<file path="src/hdl/cda_pkg.sv">
// Shared types, constants and microcode store for the calendar date adder.
// Used by cda_ctrl, cda_datapath and the top level; depends on nothing.
package cda_pkg;

	// operation codes of an input beat
	typedef enum logic [1:0] {
		OP_LOAD   = 2'd0,
		OP_DAYS   = 2'd1,
		OP_MONTHS = 2'd2,
		OP_YEARS  = 2'd3
	} op_t;

	// datapath micro-operations
	typedef enum logic [3:0] {
		DP_NOP,
		DP_LEAPQ,   // year / 100 into the quotient register
		DP_MLEN,    // month length into the length register
		DP_ADDY,    // year += amount
		DP_FEB29,   // Feb 29 -> Mar 1 in a common year
		DP_MTOT,    // amount += month - 1
		DP_MDIV,    // total / 12 into the quotient register
		DP_MAPPLY,  // apply quotient and remainder to year and month
		DP_CLAMP,   // clamp day to month length
		DP_NEXTM,   // step to first day of next month
		DP_ADDD     // day += remaining count
	} dp_op_t;

	// jump conditions
	typedef enum logic [2:0] {
		C_NEVER,
		C_ALWAYS,
		C_BAD_YM,
		C_BAD_DAY,
		C_OVF,
		C_N_ZERO,
		C_FITS,
		C_NOT_DEC
	} cond_t;

	localparam int UPC_W = 5;
	typedef logic [UPC_W-1:0] upc_t;

	// one control word
	typedef struct packed {
		dp_op_t dp_op;
		cond_t  cond;
		upc_t   target;
		logic   commit;
		logic   finish;
		logic   err;
	} cw_t;

	// control from sequencer to datapath
	typedef struct packed {
		logic   accept;
		op_t    op;
		dp_op_t dp_op;
		logic   commit;
	} cda_ctl_t;

	// status flags from datapath to sequencer
	typedef struct packed {
		logic bad_ym;
		logic bad_day;
		logic ovf;
		logic n_zero;
		logic fits;
		logic not_dec;
	} cda_flags_t;

	// program addresses
	localparam upc_t A_COMMIT = 5'd0;
	localparam upc_t A_ERR    = 5'd1;
	localparam upc_t A_LOAD   = 5'd2;
	localparam upc_t A_YEARS  = 5'd6;
	localparam upc_t A_MONTHS = 5'd9;
	localparam upc_t A_DAYS   = 5'd15;
	localparam upc_t A_DLEN   = 5'd16;
	localparam upc_t A_DFIN   = 5'd21;

	// reset date
	localparam logic [13:0] RST_YEAR  = 14'd2001;
	localparam logic [3:0]  RST_MONTH = 4'd1;
	localparam logic [4:0]  RST_DAY   = 5'd1;

	// reciprocals: y/100 exact for y < 43699, t/12 exact for t < 2^17
	localparam logic [13:0] RECIP_100 = 14'd5243;
	localparam logic [15:0] RECIP_12  = 16'd43691;
	localparam int          RECIP_SH  = 19;

	function automatic upc_t entry(op_t op);
		upc_t a;
		unique case (op)
			OP_LOAD:   a = A_LOAD;
			OP_DAYS:   a = A_DAYS;
			OP_MONTHS: a = A_MONTHS;
			OP_YEARS:  a = A_YEARS;
		endcase
		return a;
	endfunction

	function automatic logic [4:0] month_len(logic [3:0] m, logic leap);
		logic [4:0] len;
		unique case (m)
			4'd1, 4'd3, 4'd5, 4'd7, 4'd8, 4'd10, 4'd12: len = 5'd31;
			4'd4, 4'd6, 4'd9, 4'd11:                     len = 5'd30;
			4'd2:                                        len = leap ? 5'd29 : 5'd28;
			default:                                     len = 5'd0;
		endcase
		return len;
	endfunction

	function automatic cw_t mk(dp_op_t o, cond_t c, upc_t t, logic cm, logic fi, logic er);
		cw_t w;
		w.dp_op  = o;
		w.cond   = c;
		w.target = t;
		w.commit = cm;
		w.finish = fi;
		w.err    = er;
		return w;
	endfunction

	// microcode store
	function automatic cw_t ucode(upc_t a);
		cw_t w;
		unique case (a)
			// common exits
			5'd0:  w = mk(DP_NOP,    C_NEVER,   A_COMMIT, 1'b1, 1'b1, 1'b0);
			5'd1:  w = mk(DP_NOP,    C_NEVER,   A_ERR,    1'b0, 1'b1, 1'b1);
			// load
			5'd2:  w = mk(DP_LEAPQ,  C_BAD_YM,  A_ERR,    1'b0, 1'b0, 1'b0);
			5'd3:  w = mk(DP_MLEN,   C_NEVER,   A_ERR,    1'b0, 1'b0, 1'b0);
			5'd4:  w = mk(DP_NOP,    C_BAD_DAY, A_ERR,    1'b0, 1'b0, 1'b0);
			5'd5:  w = mk(DP_NOP,    C_ALWAYS,  A_COMMIT, 1'b0, 1'b0, 1'b0);
			// add years
			5'd6:  w = mk(DP_ADDY,   C_NEVER,   A_ERR,    1'b0, 1'b0, 1'b0);
			5'd7:  w = mk(DP_LEAPQ,  C_OVF,     A_ERR,    1'b0, 1'b0, 1'b0);
			5'd8:  w = mk(DP_FEB29,  C_ALWAYS,  A_COMMIT, 1'b0, 1'b0, 1'b0);
			// add months
			5'd9:  w = mk(DP_MTOT,   C_NEVER,   A_ERR,    1'b0, 1'b0, 1'b0);
			5'd10: w = mk(DP_MDIV,   C_NEVER,   A_ERR,    1'b0, 1'b0, 1'b0);
			5'd11: w = mk(DP_MAPPLY, C_NEVER,   A_ERR,    1'b0, 1'b0, 1'b0);
			5'd12: w = mk(DP_LEAPQ,  C_OVF,     A_ERR,    1'b0, 1'b0, 1'b0);
			5'd13: w = mk(DP_MLEN,   C_NEVER,   A_ERR,    1'b0, 1'b0, 1'b0);
			5'd14: w = mk(DP_CLAMP,  C_ALWAYS,  A_COMMIT, 1'b0, 1'b0, 1'b0);
			// add days: one month per pass
			5'd15: w = mk(DP_LEAPQ,  C_N_ZERO,  A_COMMIT, 1'b0, 1'b0, 1'b0);
			5'd16: w = mk(DP_MLEN,   C_NEVER,   A_ERR,    1'b0, 1'b0, 1'b0);
			5'd17: w = mk(DP_NOP,    C_FITS,    A_DFIN,   1'b0, 1'b0, 1'b0);
			5'd18: w = mk(DP_NEXTM,  C_NOT_DEC, A_DLEN,   1'b0, 1'b0, 1'b0);
			5'd19: w = mk(DP_LEAPQ,  C_OVF,     A_ERR,    1'b0, 1'b0, 1'b0);
			5'd20: w = mk(DP_NOP,    C_ALWAYS,  A_DLEN,   1'b0, 1'b0, 1'b0);
			5'd21: w = mk(DP_ADDD,   C_ALWAYS,  A_COMMIT, 1'b0, 1'b0, 1'b0);
			default: w = mk(DP_NOP,  C_ALWAYS,  A_ERR,    1'b0, 1'b0, 1'b0);
		endcase
		return w;
	endfunction

endpackage

</file>
<file path="src/hdl/calendar_date_adder.sv">
// Gregorian date adder, top level: sequencer plus date datapath.
// Depends on cda_pkg, cda_ctrl and cda_datapath.
//
// Holds one date (reset to 2001-01-01) and applies one command per beat.
// A command beat is taken when start is high and busy is low; op selects
// load, add days, add months or add years, with amount and the load_* fields.
// busy rises the cycle after a beat is taken and stays high while the
// microcode runs. The result beat (year, month, day, error) is marked by
// done for exactly one cycle, the first cycle with busy low again; the
// receiver cannot stall it and the next command may be taken in that same cycle,
// so commands follow one per latency + 1 cycles at best.
// Cycles from accept to done: load 5 (2 or 4 when rejected), add years 4,
// add months 7, add days 2 for a zero amount, else 5 + 3 per month crossed
// + 2 per year crossed (about 6800 at the largest amount); a year overflow
// ends the sequence early. The figure is set by the month-by-month loop of
// the control program, one datapath step per cycle.
// error is 1 for an invalid load or a year beyond MAX_YEAR; the date is kept.
// Asynchronous reset restores the reset date and leaves the block idle.
module calendar_date_adder #(
	parameter int MAX_YEAR = 9999
) (
	input  logic        clk,
	input  logic        arst_n,
	input  logic        start,
	output logic        busy,
	input  logic [1:0]  op,
	input  logic [15:0] amount,
	input  logic [13:0] load_year,
	input  logic [3:0]  load_month,
	input  logic [4:0]  load_day,
	output logic        done,
	output logic [13:0] year,
	output logic [3:0]  month,
	output logic [4:0]  day,
	output logic        error
);

	cda_pkg::cda_ctl_t   ctl;
	cda_pkg::cda_flags_t flags;

	// sequencer
	cda_ctrl u_ctrl (
		.clk    (clk),
		.arst_n (arst_n),
		.start  (start),
		.op     (cda_pkg::op_t'(op)),
		.flags  (flags),
		.ctl    (ctl),
		.busy   (busy),
		.done   (done),
		.error  (error)
	);

	// datapath
	cda_datapath #(
		.MAX_YEAR (MAX_YEAR)
	) u_dp (
		.clk        (clk),
		.arst_n     (arst_n),
		.ctl        (ctl),
		.amount     (amount),
		.load_year  (load_year),
		.load_month (load_month),
		.load_day   (load_day),
		.flags      (flags),
		.year       (year),
		.month      (month),
		.day        (day)
	);

endmodule

</file>
<file path="src/hdl/cda_ctrl.sv">
// Microcode sequencer: step counter, control store read and conditional jumps.
// Depends on cda_pkg.
module cda_ctrl (
	input  logic                  clk,
	input  logic                  arst_n,
	input  logic                  start,
	input  cda_pkg::op_t          op,
	input  cda_pkg::cda_flags_t   flags,
	output cda_pkg::cda_ctl_t     ctl,
	output logic                  busy,
	output logic                  done,
	output logic                  error
);

	cda_pkg::upc_t pc_q;
	logic          busy_q;
	logic          done_q;
	logic          err_q;
	cda_pkg::cw_t  cw;
	logic          accept;
	logic          taken;

	assign accept = start && !busy_q;
	assign cw     = cda_pkg::ucode(pc_q);

	// jump condition select
	always_comb begin
		unique case (cw.cond)
			cda_pkg::C_NEVER:   taken = 1'b0;
			cda_pkg::C_ALWAYS:  taken = 1'b1;
			cda_pkg::C_BAD_YM:  taken = flags.bad_ym;
			cda_pkg::C_BAD_DAY: taken = flags.bad_day;
			cda_pkg::C_OVF:     taken = flags.ovf;
			cda_pkg::C_N_ZERO:  taken = flags.n_zero;
			cda_pkg::C_FITS:    taken = flags.fits;
			cda_pkg::C_NOT_DEC: taken = flags.not_dec;
		endcase
	end

	// datapath control, idle when not sequencing
	always_comb begin
		ctl.accept = accept;
		ctl.op     = op;
		ctl.dp_op  = busy_q ? cw.dp_op : cda_pkg::DP_NOP;
		ctl.commit = busy_q && cw.commit;
	end

	// step counter and result strobe
	always_ff @(posedge clk or negedge arst_n) begin
		if (!arst_n) begin
			pc_q   <= cda_pkg::A_COMMIT;
			busy_q <= 1'b0;
			done_q <= 1'b0;
			err_q  <= 1'b0;
		end else begin
			done_q <= 1'b0;
			if (accept) begin
				pc_q   <= cda_pkg::entry(op);
				busy_q <= 1'b1;
			end else if (busy_q) begin
				if (cw.finish) begin
					busy_q <= 1'b0;
					done_q <= 1'b1;
					err_q  <= cw.err;
				end else if (taken) begin
					pc_q <= cw.target;
				end else begin
					pc_q <= pc_q + cda_pkg::upc_t'(1);
				end
			end
		end
	end

	assign busy  = busy_q;
	assign done  = done_q;
	assign error = err_q;

	// result beat always closes a sequence
	a_done_idle: assert property (@(posedge clk) disable iff (!arst_n)
		done_q |-> !busy_q) else $error("result strobe while busy");

	// a finish step yields exactly one strobe
	a_finish_done: assert property (@(posedge clk) disable iff (!arst_n)
		busy_q && cw.finish |=> done_q && !busy_q) else $error("finish without result");

	a_done_single: assert property (@(posedge clk) disable iff (!arst_n)
		done_q |=> !done_q) else $error("result strobe held");

	a_accept_busy: assert property (@(posedge clk) disable iff (!arst_n)
		accept |=> busy_q && !done_q) else $error("accepted beat not sequenced");

endmodule

</file>
<file path="src/hdl/cda_datapath.sv">
// Date datapath: stored date, working registers, leap and month-length logic.
// Depends on cda_pkg; driven by cda_ctrl control words.
module cda_datapath #(
	parameter int MAX_YEAR = 9999
) (
	input  logic                clk,
	input  logic                arst_n,
	input  cda_pkg::cda_ctl_t   ctl,
	input  logic [15:0]         amount,
	input  logic [13:0]         load_year,
	input  logic [3:0]          load_month,
	input  logic [4:0]          load_day,
	output cda_pkg::cda_flags_t flags,
	output logic [13:0]         year,
	output logic [3:0]          month,
	output logic [4:0]          day
);

	localparam logic [16:0] MAX_Y = 17'(MAX_YEAR);

	// stored date
	logic [13:0] cur_year_q;
	logic [3:0]  cur_month_q;
	logic [4:0]  cur_day_q;
	// working registers
	logic [16:0] wy_q;
	logic [3:0]  wm_q;
	logic [4:0]  wd_q;
	logic [16:0] n_q;
	logic [12:0] q_q;
	logic [4:0]  len_q;

	logic [27:0] prod100;
	logic [32:0] prod12;
	logic [19:0] q100;
	logic [16:0] q12;
	logic [16:0] rem12;
	logic        leap;
	logic [4:0]  left;

	// reciprocal products
	assign prod100 = {14'd0, wy_q[13:0]} * {14'd0, cda_pkg::RECIP_100};
	assign prod12  = {16'd0, n_q} * {17'd0, cda_pkg::RECIP_12};

	// leap rule from the registered quotient year / 100
	assign q100 = {7'd0, q_q} * 20'd100;
	assign leap = (wy_q[1:0] == 2'd0) &&
	              (({6'd0, wy_q[13:0]} != q100) || (q_q[1:0] == 2'd0));

	assign q12   = {4'd0, q_q} * 17'd12;
	assign rem12 = n_q - q12;
	assign left  = (len_q > wd_q) ? (len_q - wd_q) : 5'd0;

	// status for jumps
	always_comb begin
		flags.ovf     = wy_q > MAX_Y;
		flags.bad_ym  = (wy_q == 17'd0) || flags.ovf || (wm_q == 4'd0) || (wm_q > 4'd12);
		flags.bad_day = (wd_q == 5'd0) || (wd_q > len_q);
		flags.n_zero  = n_q == 17'd0;
		flags.fits    = n_q <= {12'd0, left};
		flags.not_dec = wm_q != 4'd12;
	end

	// working registers
	always_ff @(posedge clk) begin
		if (ctl.accept) begin
			n_q <= {1'b0, amount};
			if (ctl.op == cda_pkg::OP_LOAD) begin
				wy_q <= {3'd0, load_year};
				wm_q <= load_month;
				wd_q <= load_day;
			end else begin
				wy_q <= {3'd0, cur_year_q};
				wm_q <= cur_month_q;
				wd_q <= cur_day_q;
			end
		end else begin
			unique case (ctl.dp_op)
				cda_pkg::DP_NOP: begin
				end
				cda_pkg::DP_LEAPQ: begin
					q_q <= {4'd0, prod100[cda_pkg::RECIP_SH +: 9]};
				end
				cda_pkg::DP_MLEN: begin
					len_q <= cda_pkg::month_len(wm_q, leap);
				end
				cda_pkg::DP_ADDY: begin
					wy_q <= wy_q + n_q;
				end
				cda_pkg::DP_FEB29: begin
					if (wm_q == 4'd2 && wd_q == 5'd29 && !leap) begin
						wm_q <= 4'd3;
						wd_q <= 5'd1;
					end
				end
				cda_pkg::DP_MTOT: begin
					n_q <= n_q + {13'd0, wm_q} - 17'd1;
				end
				cda_pkg::DP_MDIV: begin
					q_q <= prod12[cda_pkg::RECIP_SH +: 13];
				end
				cda_pkg::DP_MAPPLY: begin
					wy_q <= wy_q + {4'd0, q_q};
					wm_q <= rem12[3:0] + 4'd1;
				end
				cda_pkg::DP_CLAMP: begin
					if (wd_q > len_q) wd_q <= len_q;
				end
				cda_pkg::DP_NEXTM: begin
					n_q  <= n_q - {12'd0, left} - 17'd1;
					wd_q <= 5'd1;
					if (wm_q == 4'd12) begin
						wm_q <= 4'd1;
						wy_q <= wy_q + 17'd1;
					end else begin
						wm_q <= wm_q + 4'd1;
					end
				end
				cda_pkg::DP_ADDD: begin
					wd_q <= wd_q + n_q[4:0];
				end
				default: begin
				end
			endcase
		end
	end

	// stored date, written on commit
	always_ff @(posedge clk or negedge arst_n) begin
		if (!arst_n) begin
			cur_year_q  <= cda_pkg::RST_YEAR;
			cur_month_q <= cda_pkg::RST_MONTH;
			cur_day_q   <= cda_pkg::RST_DAY;
		end else if (ctl.commit) begin
			cur_year_q  <= wy_q[13:0];
			cur_month_q <= wm_q;
			cur_day_q   <= wd_q;
		end
	end

	assign year  = cur_year_q;
	assign month = cur_month_q;
	assign day   = cur_day_q;

endmodule

</file>
<file path="config.mk">
export PLATFORM = sky130hd
export DESIGN_NAME = calendar_date_adder
export DESIGN_NICKNAME = d
export VERILOG_FILES = /design/src/hdl/cda_pkg.sv /design/src/hdl/calendar_date_adder.sv /design/src/hdl/cda_ctrl.sv /design/src/hdl/cda_datapath.sv
export SDC_FILE = /design/constraint.sdc
export NUM_CORES = 1
export LEC_CHECK = 0
export BUFFER_PORTS_ARGS = -buffer_cell sky130_fd_sc_hd__buf_4
export CORE_ASPECT_RATIO = 1.2
export CORE_MARGIN = 5
export CORE_UTILIZATION = 66
export CTS_BUF_LIST = sky130_fd_sc_hd__clkbuf_8
export CTS_CLUSTER_DIAMETER = 100
export DETAILED_ROUTE_END_ITERATION = 10
export PLACE_DENSITY = 0.86
export RECOVER_POWER = 25
export REMOVE_ABC_BUFFERS = 1
export SLEW_MARGIN = 10
export SYNTH_ARGS = -nofsm -noshare
export SYNTH_HDL_FRONTEND = slang
export SYNTH_SLANG_ARGS = --single-unit
</file>
<file path="constraint.sdc">
create_clock -name clk -period 6.94 [get_ports clk]
set_input_delay 2.082 -clock clk [delete_from_list [all_inputs] [get_ports clk]]
set_output_delay 2.082 -clock clk [all_outputs]
set_load 0.1 [all_outputs]
</file>
==> impl_metrics.sql <==
INSERT INTO impl_metrics (metric_group, metric, value, unit) VALUES
('timing', 'timing.final.setup_violations', '0', ''),
('timing', 'fin_skew', '0.0204', 'ns'),
('setup_path', 'cp_num_buf_inv', '4', ''),
('setup_path', 'cell_family_with_the_largest_share_of_critical_path_delay', 'adder cells', ''),
('cts', 'cts.hold.buffers_added', '0', ''),
('timing', 'final-hold-violation-count', '0', ''),
('grt', 'grt.total_usage', '30.6', '%'),
('grt', 'first_global_vias', '14100', ''),
('timing', 'finalWorstPathRequiredPeriod', '6.33', 'ns'),
('cts', 'cts_buffer_depth', '2', ''),
('setup_path', 'worst-setup-path-type', 'reg2reg', ''),
('status', 'run_status', 'complete, but fails checks', ''),
('layout', 'final_layout_fill_cell_count', '1873', ''),
('cts', 'worst_setup_hold_path_clk_slew', '0.12', 'ns'),
('setup_path', 'timing.critical_path.slowest_cell_delay', '0.61', 'ns'),
('die', 'boundaryPins', '70', ''),
('die', 'floorplan.die_area', '28900', 'sq um'),
('logic_synthesis', 'ys_dominant_reg_cell', 'sky130_fd_sc_hd__edfxtp_1', ''),
('setup_path', 'critPathArrivalTime', '6.46', 'ns'),
('drt', 'dr.pass1.iters', '6', ''),
('layout', 'finalNonFillerCells', '2213', ''),
('placed_design', 'place.gp.congestion', '0.960', ''),
('layout', 'antenna_cells', '0', ''),
('logic_synthesis', 'synth_cells', '1810', ''),
('setup_path', 'cp_cell_sequence', 'ha_1 -> fa_1 -> inv_1 -> fa_1 -> fa_1 -> inv_1 -> fa_1 -> inv_1 -> fa_1 -> inv_1 -> ha_1 -> a21o_1 -> or3_1 -> a211oi_1 -> or3b_2 -> nand4_1 -> and4b_1 -> o21a_1 -> nor3_1', ''),
('logic_synthesis', 'synthesis.area', '16900', 'sq um'),
('drt', 'routed_wirelength', '43.5', 'mm'),
('timing', 'final_min_period_over_clock_period', '91.2', '%'),
('layout', 'summed_area_of_non_filler_cells_in_the_final_layout', '18100', 'sq um'),
('setup_path', 'worstPathRequired', '7.07', 'ns'),
('layout', 'area.growth.synth_to_final', '6.88', '%'),
('grt', 'met1_usage', '38.6', '%'),
('grt', 'met3_routing_resource_usage_after_global_routing', '3.76', '%'),
('logic_synthesis', 'synthAdderAreaFrac', '46.8', '%'),
('die', 'core-area', '25400', 'sq um'),
('grt', 'largest_net_degree_at_the_start_of_global_routing', '43', ''),
('logic_synthesis', 'ys_seq_elements', '90', ''),
('drt', 'ant_nets', '0', ''),
('die', 'start_util', '66.6', '%'),
('timing', 'grt_setup_unrepaired', 'false', ''),
('drt', 'first_iter_violations', '1084', ''),
('status', 'violations', 'capacitance limit, slew limit', ''),
('run', 'max_cap_violations', '1', ''),
('timing', 'relative_slew_slack', '-16.2', '%'),
('grt', 'gr-total-overflow', '0', ''),
('cts', 'clock_tree_from_tritoncts', 'yes', ''),
('placed_design', 'placed_inst_area', '17900', 'sq um'),
('die', 'standard_cell_rows', '64', ''),
('drt', 'drt-vias-per-instance', '6.15', ''),
('die', 'die_w', '156', 'um'),
('cts', 'clock-sinks', '90', ''),
('placed_design', 'placed_cells', '2197', ''),
('cts', 'number_of_setup_buffers_added_after_cts', '0', ''),
('drt', 'drt_drc_violations_left', '0', ''),
('setup_path', 'crit_fanout', '8', ''),
('setup_path', 'timing.critical_path.from_type', 'flop', ''),
('timing', 'layout_setup_ws', '0.612', 'ns'),
('logic_synthesis', 'ys_async_sr_fraction', '34.4', '%'),
('placed_design', 'post-dp-hpwl', '36.1', 'mm'),
('grt', 'grt_most_used_layer', 'met2', ''),
('logic_synthesis', 'synth_simple_gate_area_share', '9.09', '%'),
('setup_path', 'critPathMostFrequentCell', 'sky130_fd_sc_hd__fa_1', ''),
('grt', 'antenna_violations_before_repair', '0', ''),
('timing', 'max_slew_violations', '32', ''),
('setup_path', 'slowest_stage', 'sky130_fd_sc_hd__fa_1', ''),
('placed_design', 'i_o_buffers', '69', ''),
('logic_synthesis', 'synth_compound_area_share', '13.3', '%'),
('min_path', 'min_path_type', 'reg2reg', ''),
('logic_synthesis', 'yosysSeqAreaShare', '15.1', '%'),
('logic_synthesis', 'postSynthAreaPerCell', '9.34', 'sq um'),
('cts', 'post_cts_resized', '0', '');
[logic make-up after synthesis]
logic type                 after synthesis
AOI/OAI and AO/OA                      350
xor gates and xnor gates                86
adders and majority gates              534
buffers and inverters                  405
DFF                                     90
muxes                                   34
and+or+nand+nor                        311
[layout make-up]
| class | instances | area [sq um] | share of cell area [%] |
|---|---|---|---|
| tap | 330 | 413 | 2.29 |
| timing repair buffer | 88 | 653 | 3.62 |
| sequential | 90 | 2550 | 14.1 |
| multi-input combinational | 1315 | 12800 | 71.1 |
| clock buffer | 9 | 124 | 0.686 |
| inverter | 374 | 1400 | 7.77 |
| clock inverter | 7 | 72.6 | 0.402 |
[cells in the mapped netlist, types with 10 or more instances]
cell | number | area, sq um
sky130_fd_sc_hd__nand3_1 | 34 | 170
sky130_fd_sc_hd__nand2_1 | 78 | 293
sky130_fd_sc_hd__clkbuf_1 | 22 | 82.6
sky130_fd_sc_hd__fa_1 | 164 | 3280
sky130_fd_sc_hd__xnor2_1 | 57 | 499
sky130_fd_sc_hd__ha_1 | 370 | 4630
sky130_fd_sc_hd__nand4_1 | 11 | 68.8
sky130_fd_sc_hd__nand2b_1 | 14 | 87.6
sky130_fd_sc_hd__inv_1 | 373 | 1400
sky130_fd_sc_hd__o211ai_1 | 14 | 105
sky130_fd_sc_hd__mux2i_1 | 27 | 270
sky130_fd_sc_hd__nor3_1 | 29 | 145
sky130_fd_sc_hd__a21oi_1 | 87 | 435
sky130_fd_sc_hd__o31ai_1 | 13 | 97.6
sky130_fd_sc_hd__a21o_1 | 30 | 225
sky130_fd_sc_hd__edfxtp_1 | 58 | 1740
sky130_fd_sc_hd__xor2_1 | 29 | 254
sky130_fd_sc_hd__nor2_1 | 77 | 289
sky130_fd_sc_hd__a211oi_1 | 13 | 97.6
sky130_fd_sc_hd__a31oi_1 | 15 | 93.8
sky130_fd_sc_hd__or3_1 | 14 | 87.6
sky130_fd_sc_hd__o21a_1 | 15 | 113
sky130_fd_sc_hd__a22oi_1 | 10 | 75.1
sky130_fd_sc_hd__o22ai_1 | 18 | 113
sky130_fd_sc_hd__o21ai_0 | 80 | 400
sky130_fd_sc_hd__dfrtp_1 | 22 | 551
[stage by stage]
step / util (%) / hold WS, ns
finish: 71.2 / 0.509
CTS: 71.2 / 0.510
detailed placement: 70.4 / 0.495
global route: 71.2 / 0.520
global placement: 70.4 / 0.481
floorplan: - / 0.579
[worst min-delay path, stage by stage (launching register included)]
cell and delay (ns):
sky130_fd_sc_hd__dfstp_2 0.39, sky130_fd_sc_hd__nand2_1 0.05, sky130_fd_sc_hd__o21ai_0 0.07
[final timing paths]
kind                                   start            to  slack [ns]  cells past startpoint
worst max register to register   u_dp.n_q[6]  u_dp.q_q[12]        0.61                     19
worst max-delay path             u_dp.n_q[6]  u_dp.q_q[12]        0.61                     19
min in group asynchronous             arst_n   u_dp.day[2]        2.12                      1
worst min register to register  u_dp.year[6]  u_dp.year[6]        0.51                      2
worst min-delay path            u_dp.year[6]  u_dp.year[6]        0.51                      2
max in group asynchronous             arst_n  u_dp.year[5]        3.81                      1
[routing by layer]
metal  part of all wire, %  vias up
met5                     0        -
met4                   4.7        0
met3                   6.7      162
met2                    49      567
met1                    39     6586
li1                      -     6288
[sequential cells by signal, summed over array words and instances (netlist names), 3 cells and up]
name,count
u_dp.n_q,17
u_dp.wy_q,17
u_dp.year,14
u_dp.q_q,13
u_ctrl.pc_q,5
u_dp.day,5
u_dp.wd_q,5
u_dp.month,4
u_dp.wm_q,4
u_dp.len_q,3
Power is not shown: default switching activity piles up to over one toggle a cycle in this logic, so the estimate is an artifact.
